$ cat src/rtl/jes_pkg.sv
// shared types, marker codes and outcome codes of the exif segment scanner
package jes_pkg;

    localparam int BYTE_W = 8;
    localparam int OC_W   = 3;
    localparam int LEN_W  = 16;
    localparam int SIG_W  = 3;

    localparam logic [BYTE_W-1:0] MK_FILL   = 8'hFF;
    localparam logic [BYTE_W-1:0] MK_STUFF  = 8'h00;
    localparam logic [BYTE_W-1:0] MK_SOI    = 8'hD8;
    localparam logic [BYTE_W-1:0] MK_TEM    = 8'h01;
    localparam logic [BYTE_W-1:0] MK_RST_LO = 8'hD0;
    localparam logic [BYTE_W-1:0] MK_RST_HI = 8'hD7;
    localparam logic [BYTE_W-1:0] MK_EOI    = 8'hD9;
    localparam logic [BYTE_W-1:0] MK_SOS    = 8'hDA;
    localparam logic [BYTE_W-1:0] MK_APP1   = 8'hE1;

    localparam logic [LEN_W-1:0] LEN_EMPTY   = 16'd2;
    localparam logic [LEN_W-1:0] LEN_MIN_SIG = 16'd8;
    localparam logic [SIG_W-1:0] SIG_LEN     = 3'd6;

    localparam logic [OC_W-1:0] OC_CONT  = 3'd0;
    localparam logic [OC_W-1:0] OC_EXIF  = 3'd1;
    localparam logic [OC_W-1:0] OC_STOP  = 3'd2;
    localparam logic [OC_W-1:0] OC_FRAME = 3'd3;
    localparam logic [OC_W-1:0] OC_TRUNC = 3'd4;

    typedef struct packed {
        logic              last;
        logic [BYTE_W-1:0] data;
    } t_item;

    typedef struct packed {
        logic              end_of_run;
        logic [OC_W-1:0]   outcome;
        logic              has_byte;
        logic [BYTE_W-1:0] payload;
    } t_result;

    // "Exif\0\0"
    function automatic logic [BYTE_W-1:0] sig_byte(input logic [SIG_W-1:0] idx);
        logic [BYTE_W-1:0] v;
        unique case (idx)
            3'd0:    v = 8'h45;
            3'd1:    v = 8'h78;
            3'd2:    v = 8'h69;
            3'd3:    v = 8'h66;
            default: v = 8'h00;
        endcase
        return v;
    endfunction

endpackage

$ cat src/rtl/jes_in_reg.sv
// input register stage holding one accepted file byte
module jes_in_reg import jes_pkg::*; (
    input  logic  i_clk,
    input  logic  i_rst_n,
    input  logic  i_valid,
    output logic  o_ready,
    input  t_item i_item,
    output logic  o_valid,
    output t_item o_item,
    input  logic  i_take
);

    logic  r_valid;
    t_item r_item;

    assign o_ready = !r_valid || i_take;
    assign o_valid = r_valid;
    assign o_item  = r_item;

    always_ff @(posedge i_clk) begin
        if (!i_rst_n) begin
            r_valid <= 1'b0;
        end else if (o_ready) begin
            r_valid <= i_valid;
        end
        if (o_ready && i_valid) begin
            r_item <= i_item;
        end
    end

endmodule

$ cat src/rtl/jes_core.sv
// marker segment walker: scan state and per-byte step logic
module jes_core import jes_pkg::*; (
    input  logic    i_clk,
    input  logic    i_rst_n,
    input  logic    i_fire,
    input  t_item   i_item,
    output logic    o_res_valid,
    output t_result o_res
);

    typedef enum logic [2:0] {
        PH_SOI, PH_MARK, PH_CODE, PH_LENH, PH_LENL, PH_BODY, PH_DONE
    } t_phase;

    t_phase             r_phase,     n_phase;
    logic [1:0]         r_prefix,    n_prefix;
    logic [LEN_W-1:0]   r_remaining, n_remaining;
    logic [BYTE_W-1:0]  r_len_hi,    n_len_hi;
    logic               r_is_app1,   n_is_app1;
    logic [SIG_W-1:0]   r_sig_idx,   n_sig_idx;

    logic [BYTE_W-1:0]  b;
    logic               last;
    logic [LEN_W-1:0]   len;
    logic [LEN_W-1:0]   rem_dec;
    logic               put;
    logic               has;
    logic [BYTE_W-1:0]  pb;
    logic [OC_W-1:0]    oc;
    logic               sig_done;

    assign b       = i_item.data;
    assign last    = i_item.last;
    assign len     = {r_len_hi, b};
    assign rem_dec = r_remaining - LEN_W'(1);
    assign sig_done = (r_sig_idx >= SIG_LEN);

    always_comb begin
        n_phase     = r_phase;
        n_prefix    = r_prefix;
        n_remaining = r_remaining;
        n_len_hi    = r_len_hi;
        n_is_app1   = r_is_app1;
        n_sig_idx   = r_sig_idx;
        put = 1'b0;
        has = 1'b0;
        pb  = '0;
        oc  = OC_CONT;
        unique case (r_phase)
            PH_SOI: begin
                if (last) begin
                    put = 1'b1;
                    oc  = OC_TRUNC;
                end else begin
                    n_prefix = r_prefix + 2'd1;
                    if (r_prefix == 2'd1 || r_prefix == 2'd2) begin
                        n_phase = PH_MARK;
                    end
                end
            end
            PH_MARK: begin
                if (last) begin
                    put = 1'b1;
                    oc  = OC_TRUNC;
                end else if (b != MK_FILL) begin
                    put = 1'b1;
                    oc  = OC_FRAME;
                end else begin
                    n_phase = PH_CODE;
                end
            end
            PH_CODE: begin
                priority if (b == MK_FILL) begin
                    if (last) begin
                        put = 1'b1;
                        oc  = OC_TRUNC;
                    end
                end else if (b == MK_STUFF) begin
                    put = 1'b1;
                    oc  = OC_FRAME;
                end else if (b == MK_SOI || b == MK_TEM ||
                             (b >= MK_RST_LO && b <= MK_RST_HI)) begin
                    if (last) begin
                        put = 1'b1;
                        oc  = OC_TRUNC;
                    end else begin
                        n_phase = PH_MARK;
                    end
                end else if (b == MK_EOI || b == MK_SOS) begin
                    put = 1'b1;
                    oc  = OC_STOP;
                end else begin
                    n_is_app1 = (b == MK_APP1);
                    if (last) begin
                        put = 1'b1;
                        oc  = OC_TRUNC;
                    end else begin
                        n_phase = PH_LENH;
                    end
                end
            end
            PH_LENH: begin
                n_len_hi = b;
                if (last) begin
                    put = 1'b1;
                    oc  = OC_TRUNC;
                end else begin
                    n_phase = PH_LENL;
                end
            end
            PH_LENL: begin
                priority if (len < LEN_EMPTY) begin
                    put = 1'b1;
                    oc  = OC_FRAME;
                end else if (last) begin
                    put = 1'b1;
                    oc  = OC_TRUNC;
                end else if (len == LEN_EMPTY) begin
                    n_phase = PH_MARK;
                end else begin
                    n_remaining = len - LEN_EMPTY;
                    if (len < LEN_MIN_SIG) begin
                        n_is_app1 = 1'b0;
                    end
                    n_sig_idx = '0;
                    n_phase   = PH_BODY;
                end
            end
            PH_BODY: begin
                if (r_remaining == '0) begin
                    n_phase = PH_MARK;
                    if (last) begin
                        put = 1'b1;
                        oc  = OC_TRUNC;
                    end
                end else begin
                    n_remaining = rem_dec;
                    if (r_is_app1 && sig_done) begin
                        put = 1'b1;
                        has = 1'b1;
                        pb  = b;
                        if (rem_dec == '0) begin
                            oc = OC_EXIF;
                        end else if (last) begin
                            oc = OC_TRUNC;
                        end
                    end else begin
                        if (r_is_app1) begin
                            if (b == sig_byte(r_sig_idx)) begin
                                n_sig_idx = r_sig_idx + SIG_W'(1);
                                if (r_sig_idx == SIG_LEN - SIG_W'(1) && rem_dec == '0) begin
                                    put = 1'b1;
                                    oc  = OC_EXIF;
                                end
                            end else begin
                                n_is_app1 = 1'b0;
                            end
                        end
                        if (!put) begin
                            if (last) begin
                                put = 1'b1;
                                oc  = OC_TRUNC;
                            end else if (rem_dec == '0) begin
                                n_phase = PH_MARK;
                            end
                        end
                    end
                end
            end
            default: begin
            end
        endcase
        if (put && oc != OC_CONT) begin
            n_phase = PH_DONE;
        end
        if (last) begin
            n_phase     = PH_SOI;
            n_prefix    = '0;
            n_remaining = '0;
            n_len_hi    = '0;
            n_is_app1   = 1'b0;
            n_sig_idx   = '0;
        end
    end

    assign o_res_valid      = i_fire && put;
    assign o_res.payload    = pb;
    assign o_res.has_byte   = has;
    assign o_res.outcome    = oc;
    assign o_res.end_of_run = (oc != OC_CONT);

    always_ff @(posedge i_clk) begin
        if (!i_rst_n) begin
            r_phase     <= PH_SOI;
            r_prefix    <= '0;
            r_remaining <= '0;
            r_len_hi    <= '0;
            r_is_app1   <= 1'b0;
            r_sig_idx   <= '0;
        end else if (i_fire) begin
            r_phase     <= n_phase;
            r_prefix    <= n_prefix;
            r_remaining <= n_remaining;
            r_len_hi    <= n_len_hi;
            r_is_app1   <= n_is_app1;
            r_sig_idx   <= n_sig_idx;
        end
    end

    a_payload_after_sig: assert property (@(posedge i_clk) disable iff (!i_rst_n)
        o_res_valid && o_res.has_byte |-> r_phase == PH_BODY && r_is_app1 && sig_done)
        else $error("payload byte outside a matched exif segment");

    a_last_resets: assert property (@(posedge i_clk) disable iff (!i_rst_n)
        i_fire && last |=> r_phase == PH_SOI && r_prefix == '0 && !r_is_app1)
        else $error("scan state not cleared after last byte of file");

    a_terminal_done: assert property (@(posedge i_clk) disable iff (!i_rst_n)
        o_res_valid && o_res.end_of_run && !last |=> r_phase == PH_DONE)
        else $error("terminal outcome did not stop the scan");

    a_done_silent: assert property (@(posedge i_clk) disable iff (!i_rst_n)
        i_fire && r_phase == PH_DONE |-> !o_res_valid)
        else $error("result produced after terminal outcome");

endmodule

$ cat src/rtl/jes_out_reg.sv
// result register driving the output stream
module jes_out_reg import jes_pkg::*; (
    input  logic    i_clk,
    input  logic    i_rst_n,
    input  logic    i_load,
    input  t_result i_res,
    output logic    o_space,
    output logic    o_valid,
    output t_result o_res,
    input  logic    i_ready
);

    logic    r_valid;
    t_result r_res;

    assign o_space = !r_valid || i_ready;
    assign o_valid = r_valid;
    assign o_res   = r_res;

    always_ff @(posedge i_clk) begin
        if (!i_rst_n) begin
            r_valid <= 1'b0;
        end else if (o_space) begin
            r_valid <= i_load;
        end
        if (o_space && i_load) begin
            r_res <= i_res;
        end
    end

endmodule

$ cat src/rtl/jpeg_exif_segment_scanner_top.sv
// top level of the jpeg exif segment scanner
//
// Input stream: one file byte per transaction on s_axis_tdata, s_axis_tlast
// set on the final byte of the file. The block skips the start-of-image
// marker, walks the marker segments and passes out the body of the first
// APP1 segment that opens with the Exif signature, starting at the TIFF header.
// Output stream: zero or one result per input byte. m_axis_tdata carries the
// payload byte, m_axis_tuser flags whether it is valid and gives the outcome
// (continuing, exif complete, SOS/EOI, framing error, file ended or truncated),
// m_axis_tlast marks the terminal result of a file. After a terminal result
// further bytes give nothing until the last byte of the file, which returns
// the scanner to its start state for the next file.
// Throughput is one byte per cycle while the output does not stall: an input
// register and a result register bracket the combinational marker decode and
// state update, and each result reaches the output through both registers.
// Reset (synchronous, active low) empties both registers and restarts the scan.
// When a result waits on a low m_axis_tready it holds and no byte advances;
// once the input register is full, s_axis_tready stays low until it drains.
module jpeg_exif_segment_scanner_top import jes_pkg::*; (
    input  logic              i_clk,
    input  logic              i_rst_n,
    input  logic              s_axis_tvalid,
    output logic              s_axis_tready,
    input  logic [BYTE_W-1:0] s_axis_tdata,   // [7:0] file_byte
    input  logic              s_axis_tlast,   // last_of_file
    output logic              m_axis_tvalid,
    input  logic              m_axis_tready,
    output logic [BYTE_W-1:0] m_axis_tdata,   // [7:0] payload_byte
    output logic [OC_W:0]     m_axis_tuser,   // [0] has_byte, [3:1] outcome
    output logic              m_axis_tlast    // end_of_run
);

    t_item   in_item;
    t_item   cur_item;
    logic    cur_valid;
    logic    advance;
    logic    out_space;
    logic    res_valid;
    t_result res;
    t_result out_res;

    assign in_item.data = s_axis_tdata;
    assign in_item.last = s_axis_tlast;
    assign advance      = cur_valid && out_space;

    jes_in_reg u_in_reg (
        .i_clk   (i_clk),
        .i_rst_n (i_rst_n),
        .i_valid (s_axis_tvalid),
        .o_ready (s_axis_tready),
        .i_item  (in_item),
        .o_valid (cur_valid),
        .o_item  (cur_item),
        .i_take  (advance)
    );

    jes_core u_core (
        .i_clk       (i_clk),
        .i_rst_n     (i_rst_n),
        .i_fire      (advance),
        .i_item      (cur_item),
        .o_res_valid (res_valid),
        .o_res       (res)
    );

    jes_out_reg u_out_reg (
        .i_clk   (i_clk),
        .i_rst_n (i_rst_n),
        .i_load  (res_valid),
        .i_res   (res),
        .o_space (out_space),
        .o_valid (m_axis_tvalid),
        .o_res   (out_res),
        .i_ready (m_axis_tready)
    );

    assign m_axis_tdata = out_res.payload;
    assign m_axis_tuser = {out_res.outcome, out_res.has_byte};
    assign m_axis_tlast = out_res.end_of_run;

endmodule
$ cat config.mk
export PLATFORM = sky130hd
export DESIGN_NAME = jpeg_exif_segment_scanner_top
export DESIGN_NICKNAME = d
export VERILOG_FILES = /design/src/rtl/jes_pkg.sv /design/src/rtl/jes_in_reg.sv /design/src/rtl/jes_core.sv /design/src/rtl/jes_out_reg.sv /design/src/rtl/jpeg_exif_segment_scanner_top.sv
export SDC_FILE = /design/constraint.sdc
export NUM_CORES = 1
export LEC_CHECK = 0
export BUFFER_PORTS_ARGS = -buffer_cell sky130_fd_sc_hd__buf_2
export CORE_MARGIN = 2
export CORE_UTILIZATION = 50
export DETAILED_ROUTE_END_ITERATION = 10
export GPL_ROUTABILITY_DRIVEN = 0
export MAX_ROUTING_LAYER = met4
export PLACE_DENSITY = 0.71
export RECOVER_POWER = 100
export SLEW_MARGIN = 15
export SYNTH_ARGS = -nofsm -noshare
export SYNTH_HDL_FRONTEND = slang
export SYNTH_HIERARCHICAL = 1
export SYNTH_SLANG_ARGS = --single-unit
$ cat constraint.sdc
create_clock -name i_clk -period 2.68 [get_ports i_clk]
set_clock_uncertainty 0.1 [all_clocks]
set_input_delay 0.536 -clock i_clk [delete_from_list [all_inputs] [get_ports i_clk]]
set_output_delay 0.536 -clock i_clk [all_outputs]
set_load 0.01 [all_outputs]
==> out/results.ini <==
[logic_synthesis]
netlist_instances=440
synth_top_area_share_pct=18.60
synthArstFlopShare_pct=0
synth_edf_count=22
synth.area.top_cells=dfxtp_1 (19%), edfxtp_1 (18%), nor2b_1 (4.3%)
ys_seq_elements=57
synthesis.nets=462
avgSynthCellArea_um2=8.559
synth_top_area_cell=dfxtp_1
ys_warn_count=6
yosys.cell_types.count=68
synth_flop_cell=dfxtp_1
yosysSeqAreaShare_pct=36.15
synth_area_mm2=0.003766

[grt]
busiest_layer=met2
grt_pass1_vias=3745
grt-ovfl-total=0
antenna_found_initial=0
grt_first_pass_wirelength_um=18330
grtUsageTotal_pct=28.85
grt_use_met3_pct=6.177
grtUsageMet2_pct=44.28
grtUsageMet1_pct=36.23
grt_max_degree=34

[finish]
num_antenna_cells=0
final_nets=569
layout-drive-gt1-share_pct=34.60
final_cell_mix=buf_4 (92), nor2_1 (40), dfxtp_1 (30)
postLayoutCellArea_mm2=0.005087
layout.area.seq_mm2=0.001375
fillers=582
fin_util_pct=69.77
area_growth_pct=35.08
final_common_cell=buf_4
multiInputGateArea_mm2=0.002477

[worst_setup_path]
r2r_cells=11
slowest_delay_ns=0.38
arrival_ns=2.67
path_max_fanout=7
critPathLaunchType=register
crit_buf_inv=0
crit_cells=11
critical_path.cell_chain=ha_2 -> ha_4 -> mux2_2 -> nand3_1 -> a21oi_2 -> nand3_2 -> or3_1 -> a21oi_2 -> nor3_2 -> nor2_2 -> and2_4
endpoint_kind=register
cp_slowest_cell=or3_1
critPathKind=reg -> reg
crit_family=simple AND/OR/NAND/NOR gates
cp_common_cell=a21oi_2
cp.required_ns=2.64

[hold_path]
holdPathStages=1
hold_class=in -> reg

[clock_tree]
cts_buffers=9
cts.path.max_buffers=2
cts_tree=yes
clock-sinks=57
path_clk_slew_ns=0.07
ctsHtreeMaxLevel=3
cts_root_buf=clkbuf_8
clk_latency_ns=0.35

[timing]
post-route-min-period_ns=2.710
rsz0062_at_grt=true
worst_slack_ns=-0.02970
max_freq_mhz=369.0
finalSetupViolCount=13
tightest_slew_ns=0.6759
relSlewSlack_pct=54.92
maxSlewViolCount=0
finalHoldViolations=0
fin_crit_sh_pct=101.1

[flow_run]
maxCapViolations=0

[power]
power.leakage_nw=1.949
ir_drop_mv=0.3172
pwr_density_cell_mw_per_mm2=428.5

[placed_design]
dpl_cell_area_mm2=0.004527
dp_hpwl_um=7938
io_buffers=27

[routing]
vias_per_cell=6.068
vias=3950
first_pass_iters=5
totalWireLength_um=11520
drtAntennaViolNets=0
wl_per_cell_um=17.69
drc=0
drtIter0Drc=354

[floorplanning]
dieArea_mm2=0.008243
die_y_um=90.79
die_w_um=90.79
num_io_pins=28
core_mm2=0.007292
start_util_pct=51.65
num_rows=31

[outcome]
status=finished, violations left
violations=negative setup slack

==> power by group <==
group / internal (mW) / switching [mW] / total [mW]
combinational: 0.239 / 0.279 / 0.518
clock: 0.332 / 0.369 / 0.701
sequential: 0.929 / 0.0317 / 0.961
total: 1.50 / 0.680 / 2.18
==> flip-flops by register name (all words and copies together), names as in the netlist <==
name	flops
u_core/r_remaining	16
u_out_reg/o_res	13
u_in_reg/o_item	9
u_core/r_len_hi	8
u_core/r_phase	3
u_core/r_sig_idx	3
u_core/r_prefix	2
u_core/r_is_app1	1
u_in_reg/o_valid	1
u_out_reg/o_valid	1
==> area by class of cell <==
| cell class | count | area share, % |
|---|---|---|
| Sequential cell | 57 | 27.03 |
| Multi-Input combinational cell | 338 | 48.70 |
| Clock inverter | 7 | 0.9346 |
| Inverter | 16 | 1.230 |
| Timing Repair Buffer | 125 | 17.24 |
| Tap cell | 99 | 2.435 |
| Clock buffer | 9 | 2.435 |
==> logic make-up after synthesis <==
group                      Yosys count  synth area share (%)
AOI/OAI and AO/OA                  108                 20.57
xor gates and xnor gates            23                 5.349
adders and majority gates            9                 2.990
buffers and inverters               46                 5.150
DFF                                 57                 36.15
muxes                                6                 1.628
and+or+nand+nor                    191                 28.17
==> cells in the mapped netlist, types with 3 or more instances <==
master and n:
a2111oi_0 9, nand2b_1 4, or4_1 4, and3_1 3, o21ai_0 8, or3_1 4
o211ai_1 4, nor2_1 42, ha_1 9, inv_1 16, xnor2_1 15, xor2_1 8
a21boi_0 5, nand4_1 11, and2_1 10, o31ai_1 5, o21ai_1 7, buf_2 8
nor3_1 24, a211oi_1 5, mux2i_1 5, dfxtp_1 35, nor3b_1 6, a21oi_1 31
nor2b_1 26, a21boi_1 4, nor4_1 6, nand3_1 6, edfxtp_1 22, o221a_1 4
clkbuf_1 19, nand2_1 28
==> through the flow <==
step,TNS (ns),power (mW),hold WS (ns),worst slack [ns],std cells
2_1_floorplan,0,1.247,0.3542,0.01945,440
3_3_place_gp,-0.6675,1.414,0.3663,-0.05097,616
3_5_place_dp,-1.733,1.426,0.3741,-0.1223,616
4_1_cts,-0.5559,2.154,0.2476,-0.05156,650
5_1_grt,-1.646,2.258,0.2504,-0.1181,651
6_report,-0.2771,2.180,0.2546,-0.02970,651
==> routing by layer <==
layer	wire, um	part of all wire [%]	up-vias
li1	-	-	1831
met5	0	0	-
met3	929	8.1	55
met1	4901	43	1848
met2	5187	45	216
met4	500	4.3	0
==> final timing paths <==
kind                                                to                    from  slack, ns
worst min register to register  u_core/r_remaining[15]  u_core/r_remaining[15]       0.39
worst min-delay path                u_in_reg/o_item[4]         s_axis_tdata[4]       0.25
worst max register to register      u_out_reg/o_res[9]     u_core/r_sig_idx[0]      -0.03
worst max-delay path                u_out_reg/o_res[9]     u_core/r_sig_idx[0]      -0.03
==> timing repair <==
item                       4_1_cts  5_1_grt
gates resized for setup         31       38
gates cloned                     1        0
hold buffers                     0        0
buffers inserted                17        1
pin swaps                       20       16
setup endpoints to repair       19       34
(Power assumes the default switching activity.)
